==> src/hdl/dpid_pkg.sv <==
package dpid_pkg;

    localparam int FRAC_BITS = 12;

    // Q24.8 half and full turn
    localparam logic signed [31:0] HALF_TURN = 32'sd46080;
    localparam logic signed [31:0] FULL_TURN = 32'sd92160;

    localparam logic signed [31:0] S32_MAX = 32'sh7FFF_FFFF;
    localparam logic signed [31:0] S32_MIN = 32'sh8000_0000;

    localparam logic [1:0] CMD_DIST  = 2'd0;
    localparam logic [1:0] CMD_TURN  = 2'd1;
    localparam logic [1:0] CMD_CLEAR = 2'd2;

    localparam logic [2:0] REG_DIST_GAIN_P = 3'd0;
    localparam logic [2:0] REG_DIST_GAIN_I = 3'd1;
    localparam logic [2:0] REG_DIST_GAIN_D = 3'd2;
    localparam logic [2:0] REG_DIST_LIMIT  = 3'd3;
    localparam logic [2:0] REG_TURN_GAIN_P = 3'd4;
    localparam logic [2:0] REG_TURN_GAIN_I = 3'd5;
    localparam logic [2:0] REG_TURN_GAIN_D = 3'd6;
    localparam logic [2:0] REG_TURN_LIMIT  = 3'd7;

    localparam logic [15:0] RST_DIST_GAIN_P = 16'd1024;
    localparam logic [15:0] RST_DIST_GAIN_I = 16'd123;
    localparam logic [15:0] RST_DIST_GAIN_D = 16'd819;
    localparam logic [30:0] RST_DIST_LIMIT  = 31'd12800;
    localparam logic [15:0] RST_TURN_GAIN_P = 16'd2048;
    localparam logic [15:0] RST_TURN_GAIN_I = 16'd164;
    localparam logic [15:0] RST_TURN_GAIN_D = 16'd819;
    localparam logic [30:0] RST_TURN_LIMIT  = 31'd12800;

    typedef struct packed {
        logic [1:0]         cmd;
        logic signed [31:0] setpoint;
        logic signed [31:0] measured;
    } t_in_req;

    typedef struct packed {
        logic signed [31:0] drive_value;
        logic               saturated;
    } t_out_req;

    // operands handed from the state update to the term sum
    typedef struct packed {
        logic               step;
        logic               turn;
        logic signed [31:0] err;
        logic signed [31:0] acc;
        logic signed [31:0] dif;
        logic               flag;
    } t_ops;

endpackage

==> src/hdl/dpid_update.sv <==
module dpid_update import dpid_pkg::*; (
    input  t_in_req            i_req,
    input  logic signed [31:0] i_acc,
    input  logic signed [31:0] i_last,
    input  logic [30:0]        i_limit,
    output t_ops               o_ops
);

    logic signed [32:0] w_raw;
    logic signed [31:0] w_err_sat;
    logic               w_err_ovf;
    logic signed [31:0] w_err;
    logic signed [32:0] w_sum;
    logic signed [32:0] w_lim;
    logic signed [31:0] w_acc;
    logic signed [32:0] w_dif_raw;
    logic               w_dif_ovf;
    logic signed [31:0] w_dif;
    logic               w_turn;

    assign w_turn = (i_req.cmd == CMD_TURN);

    always_comb begin
        w_raw     = {i_req.setpoint[31], i_req.setpoint} - {i_req.measured[31], i_req.measured};
        w_err_ovf = (w_raw[32] != w_raw[31]);
        if (w_err_ovf) begin
            w_err_sat = w_raw[32] ? S32_MIN : S32_MAX;
        end else begin
            w_err_sat = w_raw[31:0];
        end
    end

    // heading wraps once into the half-turn window
    always_comb begin
        w_err = w_err_sat;
        if (w_turn && (w_err_sat > HALF_TURN)) begin
            w_err = w_err_sat - FULL_TURN;
        end else if (w_turn && (w_err_sat < -HALF_TURN)) begin
            w_err = w_err_sat + FULL_TURN;
        end
    end

    always_comb begin
        w_sum = {i_acc[31], i_acc} + {w_err[31], w_err};
        w_lim = {2'b00, i_limit};
        if (w_sum > w_lim) begin
            w_acc = w_lim[31:0];
        end else if (w_sum < -w_lim) begin
            w_acc = 32'(-w_lim);
        end else begin
            w_acc = w_sum[31:0];
        end
    end

    always_comb begin
        w_dif_raw = {w_err[31], w_err} - {i_last[31], i_last};
        w_dif_ovf = (w_dif_raw[32] != w_dif_raw[31]);
        if (w_dif_ovf) begin
            w_dif = w_dif_raw[32] ? S32_MIN : S32_MAX;
        end else begin
            w_dif = w_dif_raw[31:0];
        end
    end

    always_comb begin
        o_ops.step = (i_req.cmd == CMD_DIST) || w_turn;
        o_ops.turn = w_turn;
        o_ops.err  = w_err;
        o_ops.acc  = w_acc;
        o_ops.dif  = w_dif;
        o_ops.flag = w_err_ovf || w_dif_ovf;
    end

endmodule

==> config.mk <==
export PLATFORM = sky130hd
export DESIGN_NAME = dpid_update
export DESIGN_NICKNAME = d
export VERILOG_FILES = /design/src/hdl/dpid_pkg.sv /design/src/hdl/dpid_update.sv
export SDC_FILE = /design/constraint.sdc
export NUM_CORES = 1
export LEC_CHECK = 0
export BUFFER_PORTS_ARGS = -buffer_cell sky130_fd_sc_hd__buf_4
export CAP_MARGIN = 20
export CORE_MARGIN = 1.5
export CORE_UTILIZATION = 30
export DETAILED_ROUTE_END_ITERATION = 6
export GPL_TIMING_DRIVEN = 0
export PLACE_DENSITY_LB_ADDON = 0.08
export SLEW_MARGIN = 20
export SYNTH_ARGS = -nofsm -noshare
export SYNTH_HDL_FRONTEND = slang
export SYNTH_SLANG_ARGS = --single-unit
==> constraint.sdc <==
create_clock -name vclk -period 16.9
set_input_delay 3.38 -clock vclk [all_inputs]
set_output_delay 3.38 -clock vclk [all_outputs]
set_load 0.03 [all_outputs]
==> results of run 1 <==
==> kinds of logic after synthesis <==
family / Yosys count / share of synthesized area [%]
AOI/OAI and AO/OA: 505 / 33.4
and+or+nand+nor: 476 / 24.5
buffers and inverters: 192 / 7.75
adders and majority gates: 174 / 21.8
xor gates and xnor gates: 113 / 10.3
muxes: 22 / 2.33
==> repair_timing <==
item,CTS,global route
gates resized for setup,26,51
buffers inserted,3,5
setup endpoints to repair,55,55
pin swaps,1,9
==> critical path: cells and delay by family <==
kind,cells,cell delay [ns]
AOI/OAI and AO/OA,22,4.59
and+or+nand+nor,9,1.77
buffers and inverters,9,1.32
adders and majority gates,4,1.32
xor gates and xnor gates,3,0.64
==> cells in the final DEF (no fill, tap or decap), types with 8 or more instances in the layout <==
cell type    n
buf_4      270
ha_1       159
a21oi_1    133
inv_1      132
nor2_1     118
nand2_1     94
o21ai_0     85
xnor2_1     70
nor3_1      62
a21o_1      60
xor2_1      32
nand3_1     30
a211oi_1    28
o21a_1      27
nand4_1     24
clkbuf_1    19
nor4_1      19
o22ai_1     19
nor2b_1     18
buf_2       18
nand2b_1    17
and3_1      17
mux2i_1     15
o21ai_1     13
or3_1       13
and2_1      12
a31oi_1     10
clkbuf_4     8
clkbuf_2     8
xnor2_2      8
o31ai_1      8
maj3_1       8
==> routing by layer <==
metal	part of all wire [%]	track usage [%]
met5	0	0
met4	1.9	3.97
met3	4.1	1.06
met2	51	42.1
met1	43	27.1
==> layout make-up <==
class | count | area, um^2 | area share [%]
diodes | 1 | 2.50 | 0.0195
well taps | 442 | 553 | 4.31
repair buffers | 267 | 2000 | 15.6
multi-input cells | 1290 | 9470 | 73.7
inverters | 133 | 504 | 3.93
plain buffers | 58 | 307 | 2.39
==> per-stage QoR <==
step	utilization (%)	setup WS, ns	cells	TNS [ns]	hold WS, ns
detailed placement	38.2	-1.67	2183	-50.99	7.03
global route	39.3	-0.0388	2191	-0.105	7.04
finish	39.3	0.472	2191	0	7.02
floorplan	-	0.674	1482	0	6.87
CTS	38.5	0.0272	2185	0	7.03
global placement	38.2	-1.75	2183	-54.42	7.02
==> worst max path at each step <==
stage | from | to | slack (ns)
final | i_req[8] | o_ops[44] | 0.47
after global routing | i_req[8] | o_ops[61] | -0.04
after CTS | i_req[20] | o_ops[34] | 0.03
after detailed placement | i_req[36] | o_ops[44] | -1.67
after global placement | i_req[4] | o_ops[48] | -1.75
after floorplan | i_req[20] | o_ops[58] | 0.67
==> synth_stat cells, types with 7 or more instances <==
cell,instances
or3_1,13
o211ai_1,7
o21a_1,27
clkbuf_1,32
nor3_1,66
a21oi_1,138
o31ai_1,8
nand4_1,24
a21o_1,60
and2_1,12
and3_1,18
ha_1,162
mux2i_1,15
o31a_1,7
o21ai_0,88
xor2_1,34
a31o_2,7
nand3_1,30
xnor2_1,75
buf_2,19
nor2_1,119
maj3_1,8
inv_1,132
nand2_1,94
a31oi_1,11
nor2b_1,20
o22ai_1,23
o21bai_1,7
nand2b_1,17
or2_2,7
a211oi_1,29
nor4_1,21
o21ai_1,12
==> metrics.md, run 1 <==
| Metric | Value |
|---|---|
| Wire per inst | approximately 18 um |
| Crit path max fanout | 10 |
| GRT Total Usage | a little over a fifth |
| FF+latch count | 0 |
| Share of cells above drive strength 1 | between 20% and 30% |
| Vias in the first global route | approximately 11000 |
| Critical Path Slowest Stage Cell | or3_1 |
| Yosys top cell area share | about a fifth |
| Die X | around 190 um |
| Die Area | 0.0344 mm^2 |
| Drt first pass iters | 5 |
| Register area share after synthesis | 0% |
| Worst EP required | roughly 14 ns |
| Max Cap Violations | 0 |
| Initial antenna violation count | 1 |
| Avg Inst Size Synth | roughly 6.7 um^2 |
| Fillcell total | 3661 |
| IO Port Bufs | around 260 |
| IO Count | 260 |
| Syn Nets | around 1800 |
| Syn. warnings | 0 |
| DRT iter0 DRCs | between 500 and 600 |
| HPWL Detailed | around 34000 um |
| Final Net Count | about 2100 |
| Gr ovfl total | 0 |
| Hold Path Origin | i_req[65] |
| Seq. cell area | 0 um^2 |
| Hold buffers post-CTS | 0 |
| Setup CP Type | primary input to primary output |
| Post-route cell area | between 0.01 and 0.015 mm^2 |
| Count of cell types in the netlist | 97 |
| Worst Hold End | o_ops[98] |
| RD Place Congestion | around 0.89 |
| Post-synth top area cell | ha_1 |
| Arrival time at the worst endpoint | approximately 13 ns |
| Synthesis-to-finish area growth | 28.5% |
| Fmax | approximately 60 MHz |
| CP dominant cell by count | a21o_1 |
| Detail Route Antenna Nets | 0 |
| Core area | between 0.03 and 0.04 mm^2 |
| Worst slew pin tran | approximately 0.93 ns |
| Critical Path End Type | primary output |
| Vias/cell | roughly 5.4 |
| Hold Crit Class | primary input to primary output |
| Largest net degree at the start of global routing | 11 |
| Min Clock Period, post-route | between 15 and 20 ns |
| First-pass GRT wire length | about 60000 um |
| Initial Utilization | between 30% and 40% |
| DRC | 0 |
| Crit share post-route | a little over nine tenths |
| Relative slew slack | between 30% and 40% |
| Hold Vio Cnt, Final | 0 |
| Startpoint Class | primary input |
| Top post-synthesis cells by area | ha_1 20%, a21oi_1 6.9%, xnor2_1 6.6% |
| Mapped Cells | roughly 1500 |
| Mapped cell area | 0.00999 mm^2 |
| Total wire length | a little under 40000 um |
| Status | finished clean |
| Vias | roughly 12000 |
| Slowest cell delay on critical path | 0.41 ns |
| Area post-placement | 0.0125 mm^2 |
| Site row count | 66 |
| Worst Hold Depth | 3 |
| CLK BUF | 0 |
| Die H | around 190 um |
| Final setup violation count | 0 |
| Final Max Slew Viols | 0 |
Power of run 1 is not shown: default switching activity piles up to over one toggle a cycle in this logic, so the estimate is an artifact.
==> run 2, diff against run 1 <==
--- a/config.mk
+++ b/config.mk
@@ -11,7 +11,7 @@
 export CORE_UTILIZATION = 30
 export DETAILED_ROUTE_END_ITERATION = 6
 export GPL_TIMING_DRIVEN = 0
-export PLACE_DENSITY_LB_ADDON = 0.08
+export PLACE_DENSITY = 0.49
 export SLEW_MARGIN = 20
 export SYNTH_ARGS = -nofsm -noshare
 export SYNTH_HDL_FRONTEND = slang
==> metrics.md, run 2 (synthesized netlist as in run 1, its figures left out) <==
| Metric | Value |
|---|---|
| Max Cap Violations | 0 |
| Setup CP Type | primary input to primary output |
| DRC | 0 |
| Gr ovfl total | 0 |
| FF+latch count | 0 |
| Most frequent cells in the layout | 272 x buf_4, 160 x ha_1, 132 x inv_1, 131 x a21oi_1, 119 x nor2_1 |
| Worst slew pin tran | 0.860 ns |
| Final Max Slew Viols | 0 |
| First-pass GRT wire length | approximately 60000 um |
| Final setup violation count | 0 |
| Share of cells above drive strength 1 | between 20 and 25% |
| Most common cell after layout, fill and taps aside | buf_4 |
| Vias in the first global route | ~12000 |
| Relative slew slack | a little over two fifths |
| Die X | roughly 190 um |
| Hold Crit Class | primary input to primary output |
| Fillcell total | approximately 3600 |
| Detail Route Antenna Nets | 0 |
| Core area | roughly 0.033 mm^2 |
| Startpoint Class | primary input |
| Initial antenna violation count | 0 |
| Vias | roughly 12000 |
| Hold WS | ~7.0 ns |
| Delay-heaviest family, CP | compound AO/OA/AOI/OAI gates |
| Arrival time at the worst endpoint | 12.98 ns |
| Total wire length | between 30000 and 40000 um |
| Hold buffers post-CTS | 0 |
| Slowest cell delay on critical path | between 0.5 and 0.6 ns |
| Site row count | 66 |
| # diodes | 0 |
| Vias/cell | about 5.5 |
| Critical Path End Type | primary output |
| Largest net degree at the start of global routing | 11 |
| Hold Vio Cnt, Final | 0 |
| Die H | 186 um |
| Drt first pass iters | 5 |
| Layout Utilization | around two fifths |
| Hold Path Origin | i_req[65] |
| Die Area | ~0.034 mm^2 |
| Wire per inst | around 18 um |
| CP dominant cell by count | o21ai_0 |
| WP buf/inv | 9 |
| Synthesis-to-finish area growth | 28.7% |
| DRT iter0 DRCs | a little over 500 |
| Worst EP required | ~14 ns |
| Crit path max fanout | 10 |
| RD Place Congestion | 0.925 |
| CLK BUF | 0 |
| GRT Total Usage | 22.0% |
| Critical Path Slowest Stage Cell | xnor2_1 |
| Fmax | 61.1 MHz |
| HPWL Detailed | between 30000 and 40000 um |
| Crit share post-route | 96.8% |
| Final Net Count | 2076 |
| Min Clock Period, post-route | between 15 and 20 ns |
| IO Port Bufs | around 260 |
| IO Count | 260 |
| Status | finished clean |
| Setup crit start | i_req[20] |
| Seq. cell area | 0 um^2 |
| Initial Utilization | between 30% and 40% |
-- run 2: worst paths after layout --
path | slack (ns) | end | depth (start not counted)
max | 0.54 | o_ops[54] | 49
min | 7.02 | o_ops[98] | 3
-- run 2: cell type report --
class              count  area, um^2  area share [%]
multi-input cells   1290        9500            73.9
inverters            133         504            3.92
plain buffers         58         299            2.32
well taps            442         553            4.30
repair buffers       267        2000            15.6
-- run 2: layer usage --
layer	global-route usage [%]	part of all wire, %
met5	0	0
met4	7.58	4.2
met3	1.33	4.5
met2	40.3	48
met1	27.1	43
-- run 2: stage by stage --
stage	cell area (um^2)	TNS (ns)	setup slack, ns	instances
final	12900	0	0.535	2190
after global routing	12900	-0.0216	-0.0153	2190
after CTS	12600	0	0.00918	2186
after detailed placement	12500	-54.00	-1.73	2183
after global placement	12500	-58.71	-1.82	2183
after floorplan	9990	0	0.674	1482
-- run 2: timing repair --
item                                    CTS  global route
endpoints found under the setup margin   55            55
resized for setup                        31            43
pin swaps                                 3             4
endpoints found under the hold margin     0             0
setup buffers                             4             4
Power of run 2 is left out for the same reason.
